--- config.mk ---
export PLATFORM = sky130hd
export DESIGN_NAME = adaptive_delta_modulation_encoder_top
export DESIGN_NICKNAME = d
export VERILOG_FILES = /design/src/design/adm_pkg.sv /design/src/design/adaptive_delta_modulation_encoder_top.sv /design/src/design/adm_cell.sv /design/src/design/adm_window.sv /design/src/design/adm_coder.sv
export SDC_FILE = /design/constraint.sdc
export NUM_CORES = 2
export LEC_CHECK = 0
export ABC_AREA = 1
export BUFFER_PORTS_ARGS = -buffer_cell sky130_fd_sc_hd__buf_2
export CORE_ASPECT_RATIO = 1.4
export CORE_MARGIN = 10
export CORE_UTILIZATION = 59
export CTS_BUF_LIST = sky130_fd_sc_hd__clkbuf_8
export DETAILED_ROUTE_END_ITERATION = 10
export GPL_TIMING_DRIVEN = 0
export PLACE_DENSITY = 0.78
export SLEW_MARGIN = 20
export SYNTH_ARGS = -nofsm -noshare
export SYNTH_HDL_FRONTEND = slang
export SYNTH_HIERARCHICAL = 1
export SYNTH_SLANG_ARGS = --single-unit
export TNS_END_PERCENT = 10
--- constraint.sdc ---
create_clock -name clk -period 42.8 [get_ports clk]
set_clock_uncertainty 0.2 [all_clocks]
set_input_delay 8.56 -clock clk [delete_from_list [all_inputs] [get_ports clk]]
set_output_delay 8.56 -clock clk [all_outputs]
set_load 0.1 [all_outputs]
--- src/design/adm_pkg.sv ---
package adm_pkg;

    localparam int WINDOW_LENGTH = 100;
    localparam int SAMPLE_W      = 16;
    localparam int AMP_W         = 15;
    localparam int STEP_W        = 15;
    localparam int BYTE_W        = 8;
    localparam int POS_W         = 3;
    localparam int COUNT_W       = 4;
    localparam int M_DATA_W      = 16;

    localparam logic [STEP_W-1:0] STEP_RESET = 15'd839;

    localparam int SUM_W  = $clog2(WINDOW_LENGTH * (2 ** AMP_W - 1) + 1);
    localparam int SEEN_W = $clog2(WINDOW_LENGTH + 1);

    // floor(sum / WINDOW_LENGTH) as (sum * RECIP) >> RECIP_SHIFT
    localparam int RECIP_SHIFT = SUM_W + $clog2(WINDOW_LENGTH);
    localparam longint unsigned RECIP =
        ((64'd1 << RECIP_SHIFT) + WINDOW_LENGTH - 1) / WINDOW_LENGTH;
    localparam int RECIP_W = $clog2(RECIP + 1);
    localparam int PROD_W  = SUM_W + RECIP_W;

    typedef struct packed {
        logic signed [SAMPLE_W-1:0] sample;
        logic                       last;
        logic                       full;
        logic [AMP_W-1:0]           mean;
    } adm_item_t;

endpackage

--- src/design/adaptive_delta_modulation_encoder_top.sv ---
// one-bit adaptive delta-modulation encoder
// s_* channel: one signed q1.15 audio sample per word, s_tlast ends the stream
// m_* channel: one packed byte per word, first coded bit in bit 0
// cfg_we / cfg_wdata: step size, written while the block is idle
// each sample gives one coded bit; a word leaves when eight bits are
// collected or when the stream ends, and the last word carries m_tlast
// throughput: one sample per cycle, sustained while m_* accepts its words
// a byte's final sample reaches m_* through the window sum register, the mean
// multiply register and the tracking loop with its output register
// the decision threshold adds the mean amplitude of the last 100 samples
// once 100 samples are in; the window is a shift line of amplitude cells
// reset clears the stream state and loads step size 839, no clearing pass
// after the last sample all stream state returns to reset, step size stays
// a stalled m_* side holds its word; samples keep flowing until a second
// byte is ready, then s_tready drops
module adaptive_delta_modulation_encoder_top (
    input  logic        clk,
    input  logic        rst_n,
    input  logic        s_tvalid,
    output logic        s_tready,
    input  logic [15:0] s_tdata,   // sample
    input  logic        s_tlast,
    output logic        m_tvalid,
    input  logic        m_tready,
    output logic [15:0] m_tdata,   // packed_bits, bit_count, zero pad
    output logic        m_tlast,
    input  logic        cfg_we,
    input  logic [14:0] cfg_wdata
);
    import adm_pkg::*;

    logic [STEP_W-1:0] step_reg;
    logic              item_valid;
    logic              item_ready;
    adm_item_t         item;

    always_ff @(posedge clk or negedge rst_n)
    begin
        if (!rst_n)
        begin
            step_reg <= STEP_RESET;
        end
        else if (cfg_we)
        begin
            step_reg <= cfg_wdata;
        end
    end

    adm_window u_window (
        .clk         (clk),
        .rst_n       (rst_n),
        .in_valid    (s_tvalid),
        .in_ready    (s_tready),
        .sample      (s_tdata),
        .last_sample (s_tlast),
        .item_valid  (item_valid),
        .item_ready  (item_ready),
        .item        (item)
    );

    adm_coder u_coder (
        .clk        (clk),
        .rst_n      (rst_n),
        .item_valid (item_valid),
        .item_ready (item_ready),
        .item       (item),
        .step_size  (step_reg),
        .m_tvalid   (m_tvalid),
        .m_tready   (m_tready),
        .m_tdata    (m_tdata),
        .m_tlast    (m_tlast)
    );

endmodule

--- src/design/adm_cell.sv ---
module adm_cell (
    input  logic                      clk,
    input  logic                      shift,
    input  logic [adm_pkg::AMP_W-1:0] d,
    output logic [adm_pkg::AMP_W-1:0] q
);
    import adm_pkg::*;

    logic [AMP_W-1:0] amp_reg;

    always_ff @(posedge clk)
    begin
        if (shift)
        begin
            amp_reg <= d;
        end
    end

    assign q = amp_reg;

endmodule

--- src/design/adm_window.sv ---
module adm_window (
    input  logic                                clk,
    input  logic                                rst_n,
    input  logic                                in_valid,
    output logic                                in_ready,
    input  logic signed [adm_pkg::SAMPLE_W-1:0] sample,
    input  logic                                last_sample,
    output logic                                item_valid,
    input  logic                                item_ready,
    output adm_pkg::adm_item_t                  item
);
    import adm_pkg::*;

    logic [AMP_W-1:0]           tap [WINDOW_LENGTH];
    logic [AMP_W-1:0]           amp;
    logic [SAMPLE_W-1:0]        neg;
    logic                       full;
    logic                       take;
    logic                       en1;
    logic                       en2;
    logic [SUM_W-1:0]           sum_new;
    logic [PROD_W-1:0]          prod;

    logic [SUM_W-1:0]           sum_reg;
    logic [SEEN_W-1:0]          seen_reg;
    logic                       v1_reg;
    logic signed [SAMPLE_W-1:0] s1_sample_reg;
    logic                       s1_last_reg;
    logic                       s1_full_reg;
    logic [SUM_W-1:0]           s1_sum_reg;
    logic                       v2_reg;
    adm_item_t                  item_reg;

    // absolute amplitude, most negative sample saturates
    always_comb
    begin
        neg = SAMPLE_W'(0) - SAMPLE_W'(sample);
        if (!sample[SAMPLE_W-1])
        begin
            amp = sample[AMP_W-1:0];
        end
        else if (neg[SAMPLE_W-1])
        begin
            amp = {AMP_W{1'b1}};
        end
        else
        begin
            amp = neg[AMP_W-1:0];
        end
    end

    // amplitude delay line, oldest word at the far end
    for (genvar g = 0; g < WINDOW_LENGTH; g++)
    begin : g_cell
        if (g == 0)
        begin : g_head
            adm_cell u_cell (
                .clk   (clk),
                .shift (take),
                .d     (amp),
                .q     (tap[g])
            );
        end
        else
        begin : g_body
            adm_cell u_cell (
                .clk   (clk),
                .shift (take),
                .d     (tap[g-1]),
                .q     (tap[g])
            );
        end
    end

    assign full    = (seen_reg == SEEN_W'(WINDOW_LENGTH));
    assign sum_new = sum_reg + SUM_W'(amp) - (full ? SUM_W'(tap[WINDOW_LENGTH-1]) : '0);

    assign en2      = !v2_reg || item_ready;
    assign en1      = !v1_reg || en2;
    assign in_ready = en1;
    assign take     = in_valid && en1;

    always_ff @(posedge clk or negedge rst_n)
    begin
        if (!rst_n)
        begin
            sum_reg  <= '0;
            seen_reg <= '0;
            v1_reg   <= 1'b0;
            v2_reg   <= 1'b0;
        end
        else
        begin
            if (take)
            begin
                if (last_sample)
                begin
                    sum_reg  <= '0;
                    seen_reg <= '0;
                end
                else
                begin
                    sum_reg <= sum_new;
                    if (!full)
                    begin
                        seen_reg <= seen_reg + SEEN_W'(1);
                    end
                end
            end
            if (en1)
            begin
                v1_reg <= in_valid;
            end
            if (en2)
            begin
                v2_reg <= v1_reg;
            end
        end
    end

    assign prod = PROD_W'(s1_sum_reg) * PROD_W'(RECIP);

    always_ff @(posedge clk)
    begin
        if (take)
        begin
            s1_sample_reg <= sample;
            s1_last_reg   <= last_sample;
            s1_full_reg   <= full;
            s1_sum_reg    <= sum_new;
        end
        if (en2 && v1_reg)
        begin
            item_reg.sample <= s1_sample_reg;
            item_reg.last   <= s1_last_reg;
            item_reg.full   <= s1_full_reg;
            item_reg.mean   <= prod[RECIP_SHIFT +: AMP_W];
        end
    end

    assign item_valid = v2_reg;
    assign item       = item_reg;

endmodule

--- src/design/adm_coder.sv ---
module adm_coder (
    input  logic                                clk,
    input  logic                                rst_n,
    input  logic                                item_valid,
    output logic                                item_ready,
    input  adm_pkg::adm_item_t                  item,
    input  logic [adm_pkg::STEP_W-1:0]          step_size,
    output logic                                m_tvalid,
    input  logic                                m_tready,
    output logic [adm_pkg::M_DATA_W-1:0]        m_tdata,
    output logic                                m_tlast
);
    import adm_pkg::*;

    logic signed [SAMPLE_W-1:0] tv_reg;
    logic                       alt_reg;
    logic [BYTE_W-1:0]          buf_reg;
    logic [POS_W-1:0]           pos_reg;
    logic                       m_valid_reg;
    logic [BYTE_W-1:0]          m_bits_reg;
    logic [COUNT_W-1:0]         m_count_reg;
    logic                       m_last_reg;

    logic [SAMPLE_W:0]          thr;
    logic signed [SAMPLE_W:0]   dlt;
    logic [SAMPLE_W:0]          mag;
    logic                       b;
    logic signed [SAMPLE_W+1:0] tsum;
    logic signed [SAMPLE_W+1:0] step_ext;
    logic signed [SAMPLE_W-1:0] tv_sat;
    logic [BYTE_W-1:0]          buf_new;
    logic                       emit;
    logic                       take;

    always_comb
    begin
        thr = (SAMPLE_W + 1)'(step_size) + (item.full ? (SAMPLE_W + 1)'(item.mean) : '0);
        dlt = (SAMPLE_W + 1)'(item.sample) - (SAMPLE_W + 1)'(tv_reg);
        mag = dlt[SAMPLE_W] ? (SAMPLE_W + 1)'(-dlt) : (SAMPLE_W + 1)'(dlt);
        // inside the threshold the bits alternate
        b = (mag < thr) ? alt_reg : !dlt[SAMPLE_W];
        step_ext = signed'((SAMPLE_W + 2)'(step_size));
        tsum = b ? (SAMPLE_W + 2)'(tv_reg) + step_ext : (SAMPLE_W + 2)'(tv_reg) - step_ext;
        if (tsum > signed'((SAMPLE_W + 2)'(32767)))
        begin
            tv_sat = 16'sh7fff;
        end
        else if (tsum < -signed'((SAMPLE_W + 2)'(32768)))
        begin
            tv_sat = 16'sh8000;
        end
        else
        begin
            tv_sat = tsum[SAMPLE_W-1:0];
        end
        buf_new = buf_reg | (BYTE_W'(b) << pos_reg);
        emit    = (pos_reg == {POS_W{1'b1}}) || item.last;
    end

    assign item_ready = !(emit && m_valid_reg && !m_tready);
    assign take       = item_valid && item_ready;

    always_ff @(posedge clk or negedge rst_n)
    begin
        if (!rst_n)
        begin
            tv_reg      <= '0;
            alt_reg     <= 1'b0;
            buf_reg     <= '0;
            pos_reg     <= '0;
            m_valid_reg <= 1'b0;
        end
        else
        begin
            if (take)
            begin
                tv_reg  <= item.last ? '0 : tv_sat;
                alt_reg <= item.last ? 1'b0 : !b;
                buf_reg <= emit ? '0 : buf_new;
                pos_reg <= emit ? '0 : pos_reg + POS_W'(1);
            end
            if (take && emit)
            begin
                m_valid_reg <= 1'b1;
            end
            else if (m_tready)
            begin
                m_valid_reg <= 1'b0;
            end
        end
    end

    always_ff @(posedge clk)
    begin
        if (take && emit)
        begin
            m_bits_reg  <= buf_new;
            m_count_reg <= COUNT_W'(pos_reg) + COUNT_W'(1);
            m_last_reg  <= item.last;
        end
    end

    assign m_tvalid = m_valid_reg;
    assign m_tdata  = {(M_DATA_W - BYTE_W - COUNT_W)'(0), m_count_reg, m_bits_reg};
    assign m_tlast  = m_last_reg;

    a_end_clears: assert property (@(posedge clk) disable iff (!rst_n)
        take && item.last |=> pos_reg == '0 && tv_reg == '0 && buf_reg == '0)
        else $error("stream state not cleared after last word");

    a_full_byte: assert property (@(posedge clk) disable iff (!rst_n)
        m_valid_reg && !m_last_reg |-> m_count_reg == COUNT_W'(8))
        else $error("partial byte without last flag");

    a_count_range: assert property (@(posedge clk) disable iff (!rst_n)
        m_valid_reg |-> m_count_reg != '0 && m_count_reg <= COUNT_W'(8))
        else $error("bit count out of range");

    a_track_hold: assert property (@(posedge clk) disable iff (!rst_n)
        !take |=> $stable(tv_reg) && $stable(pos_reg))
        else $error("coder state moved without a word");

endmodule
-- Word-level counts from Yosys, hierarchy flattened
Index checks and enable logic that the tools add are counted.
- bits in registers: 1661
- input port bits: 37
- word-level logic and storage cells: 176
- add/subtract/negate cells: 11
- $mul: 1
- order comparisons: 3
- eq/ne operators: 3
- shift-type cells: 1
- mux-type cells: 18
- bitwise logic cells: 1
- reduce and logical (&&, ||, !) cells: 17
- operator list (operator ; number):
    15-bit two-way mux ; 4
    16-bit two-way mux ; 3
    22-bit by 22-bit multiplier with 43-bit output, second input constant ; 1
    16-bit by 16-bit subtractor with 17-bit output ; 2
    22-bit by 15-bit adder with 22-bit output ; 1
    22-bit two-way mux ; 1
    22-bit subtractor ; 1
    18-bit by 16-bit greater-than comparator with 1-bit output, second input constant ; 1
    18-bit by 16-bit < comparator with 1-bit output, second input constant ; 1
    18-bit two-way mux ; 1
    15-bit by 17-bit adder with 17-bit output ; 1
    16-bit by 16-bit adder with 17-bit output ; 1
    17-bit < comparator ; 1
    17-bit two-way mux ; 1
    17-bit negator ; 1
    1-bit by 16-bit subtractor with 16-bit output, first input constant ; 1
    7-bit two-way mux ; 2
    8-bit two-way mux ; 1
    8-bit bitwise OR ; 1
    1-bit by 3-bit left shift with 8-bit output ; 1
    7-bit by 1-bit adder with 7-bit output, second input constant ; 1
    7-bit equality test, second input constant ; 1
    1-bit logical AND ; 6
    1-bit logical NOT ; 6
    other kinds (9) ; 14

-- Logic depth before layout (Yosys ltp)
- depth after elaboration: 10
- mapped depth: 51

-- Modules after synthesis
The synthesis kept the hierarchy.
- modules (own cells, without submodules) (module ; instances ; cells each ; area each (um^2) ; seq. area each (um^2)):
    adm_cell ; 100 ; 15 ; 450.4 ; 450.4
    adm_window ; 1 ; 1742 ; 15200.8 ; 2967.8
    adm_coder ; 1 ; 817 ; 5417.7 ; 1116.1
    adaptive_delta_modulation_encoder_top ; 1 ; 64 ; 615.6 ; 382.9

-- Worst setup path after synthesis
No wires, ideal clock.
- path kind: in2reg
- from: in m_tready
- to: reg u_window.g_cell[0].g_head.u_cell.amp_reg[0], enable pin
- setup time: 11.709 ns
- data arrival time: 37.688 ns
- required time: 30.891 ns
- setup slack: -6.797 ns
- stages: 6
- buffers on the path: 0
- cell sequence: inv_1 > nand3_1 > inv_1 > nand3_1 > nand2_1 > clkinv_1
- word-level cells in the longest chain between the ends: 6
- RTL lines (item ; line ; source):
    from (decl) ; adaptive_delta_modulation_encoder_top.sv:24 ; input logic m_tready,
    1-bit logical NOT ; adm_coder.sv:60 ; assign item_ready = !(emit && m_valid_reg && !m_tready);
    1-bit logical AND ; adm_coder.sv:60 ;
    1-bit logical NOT ; adm_coder.sv:60 ;
    named net item_ready ; adaptive_delta_modulation_encoder_top.sv:34 ; logic item_ready;
    1-bit logical OR ; adm_window.sv:78 ; assign en2 = !v2_reg || item_ready;
    1-bit logical OR ; adm_window.sv:79 ; assign en1 = !v1_reg || en2;
    named net s_tready ; adaptive_delta_modulation_encoder_top.sv:20 ; output logic s_tready,
    1-bit logical AND ; adm_window.sv:81 ; assign take = in_valid && en1;
    named net u_window.take ; adm_window.sv:18 ; logic take;
    to (signal assigned) ; adm_cell.sv:15 ; amp_reg <= d;
    to (decl) ; adm_cell.sv:9 ; logic [AMP_W-1:0] amp_reg;
The timed path passes the listed nets, and every way through them passes these cells.
A chain may end at the register's enable or synchronous reset.

-- Worst setup path in the final report
- from: in m_tready
- to: out s_tready
- word-level cells in the longest chain between the ends: 5
- RTL lines (item ; line):
    1-bit logical NOT ; adm_coder.sv:60
    1-bit logical AND ; adm_coder.sv:60
    1-bit logical NOT ; adm_coder.sv:60
    named net item_ready ; adaptive_delta_modulation_encoder_top.sv:34
    1-bit logical OR ; adm_window.sv:78
    1-bit logical OR ; adm_window.sv:79
    to (decl) ; adaptive_delta_modulation_encoder_top.sv:20
The timed path passes the listed nets, and every way through them passes these cells.

==> metrics.cfg <==
[drt]
routedWlPerCell_um=18.3
antenna_left=0
drtPass1Iterations=5
drc=0
viasPerCell=5.20
vias=31600
wirelength_um=111000
drtIter0Drc=2302

[placement]
port_buffers=50
globalplace.congestion=0.886
pre_cts_ws_ps=24520
place_hpwl_um=73300

[timing]
max_slew_margin_pct=41.8
setup_viol=0
hold_violations=0
worstMarginPinSlew_ps=863
setup_tns_ps=0
period_share_pct=42.7
whs_ps=185
finalCriticalPeriod_ps=18290
rsz0062_at_grt=false
slew_viol_final=0
timing.fmax_mhz=54.7
worst_slack_ps=24510

[yosys]
synth_top_area_cell=edfxtp_1
synth_top_area_share_pct=71.9
synth-edff-count=1586
yosysWarnings=6
ys_ff_latch=1661
synth_area_leaders=edfxtp_1, ha_1, fa_1
synthFlopType=edfxtp_1
ys_seq_area_share_pct=74.7
synthArstFlopShare_pct=4.52
netlist-cell-type-count=61
syn_area_per_cell_um2=16.1
syn_area_um2=66300
synthCells=4123

[clock_network]
cts.clk_slew.worst_paths_ps=60
hold_buffers=0
cts_buffers=225
cts_setup_buffers=0
insertion_delay_ps=920
cts_tree=built
cts-resized-gates=0
htreeDepth=4
max-clock-path-buffers=3
root_buffer=clkbuf_8
cts.sinks=1661

[critical_path]
crit_arrival_ps=9530
crit_type=primary input to output pin
cp_slowest_stage_delay_ps=470
slowest_stage=buf_2
cp_max_fo=3
path_cells=buf_2 -> inv_1 -> nand3_1 -> inv_1 -> nand3_1 -> buf_2
crit_family=buffers and inverters
start_kind=primary input
cp-end-kind=output pin
required_ps=34040
cp_num_buf_inv=4

[global_routing]
first_global_vias=32100
grt_max_degree=159
grtUsageTotal_pct=18.0
grt_pass1_wl_um=176000
grt_overflow=0
antenna_found_initial=5

[cells_and_area]
largest_reg_flops=1485
layout_commonest_cell=edfxtp_1
num-fill-cells=7500
drive_above_1_share_pct=9.65
area_delta_synth_final_pct=10.3
layout_common_cells=edfxtp_1, inv_1, nand2_1
nets=4971

[floorplanning]
dieArea_um2=126000
placementRows=145
die_h_um=417
io_pins=56
dieWidth_um=303
initial_utilization_pct=59.4
core_area_um2=112000

[run_status]
status=finished, final reports clean

[worst_hold_path]
hold_path_class=flop to flop

[run]
drv_cap=0

metrics by stage:
step / instances / utilization (%) / area, µm²
after global routing: 6074 / 65.5 / 73100
after detailed placement: 5658 / 61.6 / 68700
after CTS: 6072 / 65.5 / 73100
after global placement: 5646 / 61.3 / 68400
after floorplan: 4126 / - / 66300
final: 6074 / 65.5 / 73100
kinds of logic (layout without fill, tap and decap cells):
family	count (synthesis)	count (layout)	synth area share (%)
AOI/OAI and AO/OA	258	258	2.18
and+or+nand+nor	960	960	6.31
xor gates and xnor gates	79	79	1.04
other	1	6	0.00566
adders and majority gates	519	519	12.0
DFF	1661	1661	74.7
buffers and inverters	645	1121	3.76
final cells by class:
class | instances | area, µm² | area share (%)
inverters | 625 | 2370 | 3.24
flip-flops and latches | 1661 | 49500 | 67.7
clock inverters | 181 | 1170 | 1.61
well taps | 1470 | 1840 | 2.52
diodes | 2 | 5.00 | 0.00685
repair buffers | 62 | 576 | 0.787
plain buffers | 20 | 136 | 0.187
multi-input cells | 1820 | 14300 | 19.6
clock buffers | 233 | 3210 | 4.39
path summary, 6_finish.rpt:
path,startpoint,endpoint,slack (ps),depth (start not counted)
setup / recovery,m_tready,s_tready,24510,6
hold / removal,u_window/s1_sample_reg[0]$_DFFE_PP_,u_window/item[17]$_DFFE_PP_,190,0
setup reg to reg,u_coder/tv_reg[0]$_DFFE_PN0P_,u_coder/tv_reg[9]$_DFFE_PN0P_,35080,49
hold reg to reg,u_window/s1_sample_reg[0]$_DFFE_PP_,u_window/item[17]$_DFFE_PP_,190,0
max in group asynchronous,rst_n,u_window/sum_reg[19]$_DFFE_PN0P_,34220,2
min in group asynchronous,rst_n,step_reg[10]$_DFFE_PN0P_,7460,1
worst register-to-register path: cells and delay by family (launching register included):
family / cells / cell delay, ps
and+or+nand+nor: 26 / 2270
xor gates and xnor gates: 3 / 730
buffers and inverters: 10 / 1350
AOI/OAI and AO/OA: 6 / 1410
DFF: 1 / 400
adders and majority gates: 4 / 1250
synth_stat cells, drive strengths merged (14+ instances only):
cell type  number
inv           623
fa            195
a21oi         122
nor2          150
xnor2          21
buf            14
nor3           34
nand4          32
nand2         579
nand3         135
o21ai          85
ha            324
edfxtp       1586
dfrtp          69
xor2           58
layer usage:
layer | global-route usage (%) | wire [µm] | vias up
met5 | 0 | 0 | -
met4 | 6.77 | 3080 | 0
met3 | 3.20 | 5380 | 172
met2 | 27.3 | 52200 | 714
met1 | 26.2 | 50700 | 15700
li1 | - | - | 15000
Power is left out: the tool's default activity adds up to more than one toggle a clock period on the data nets, which glitch-free logic cannot reach.
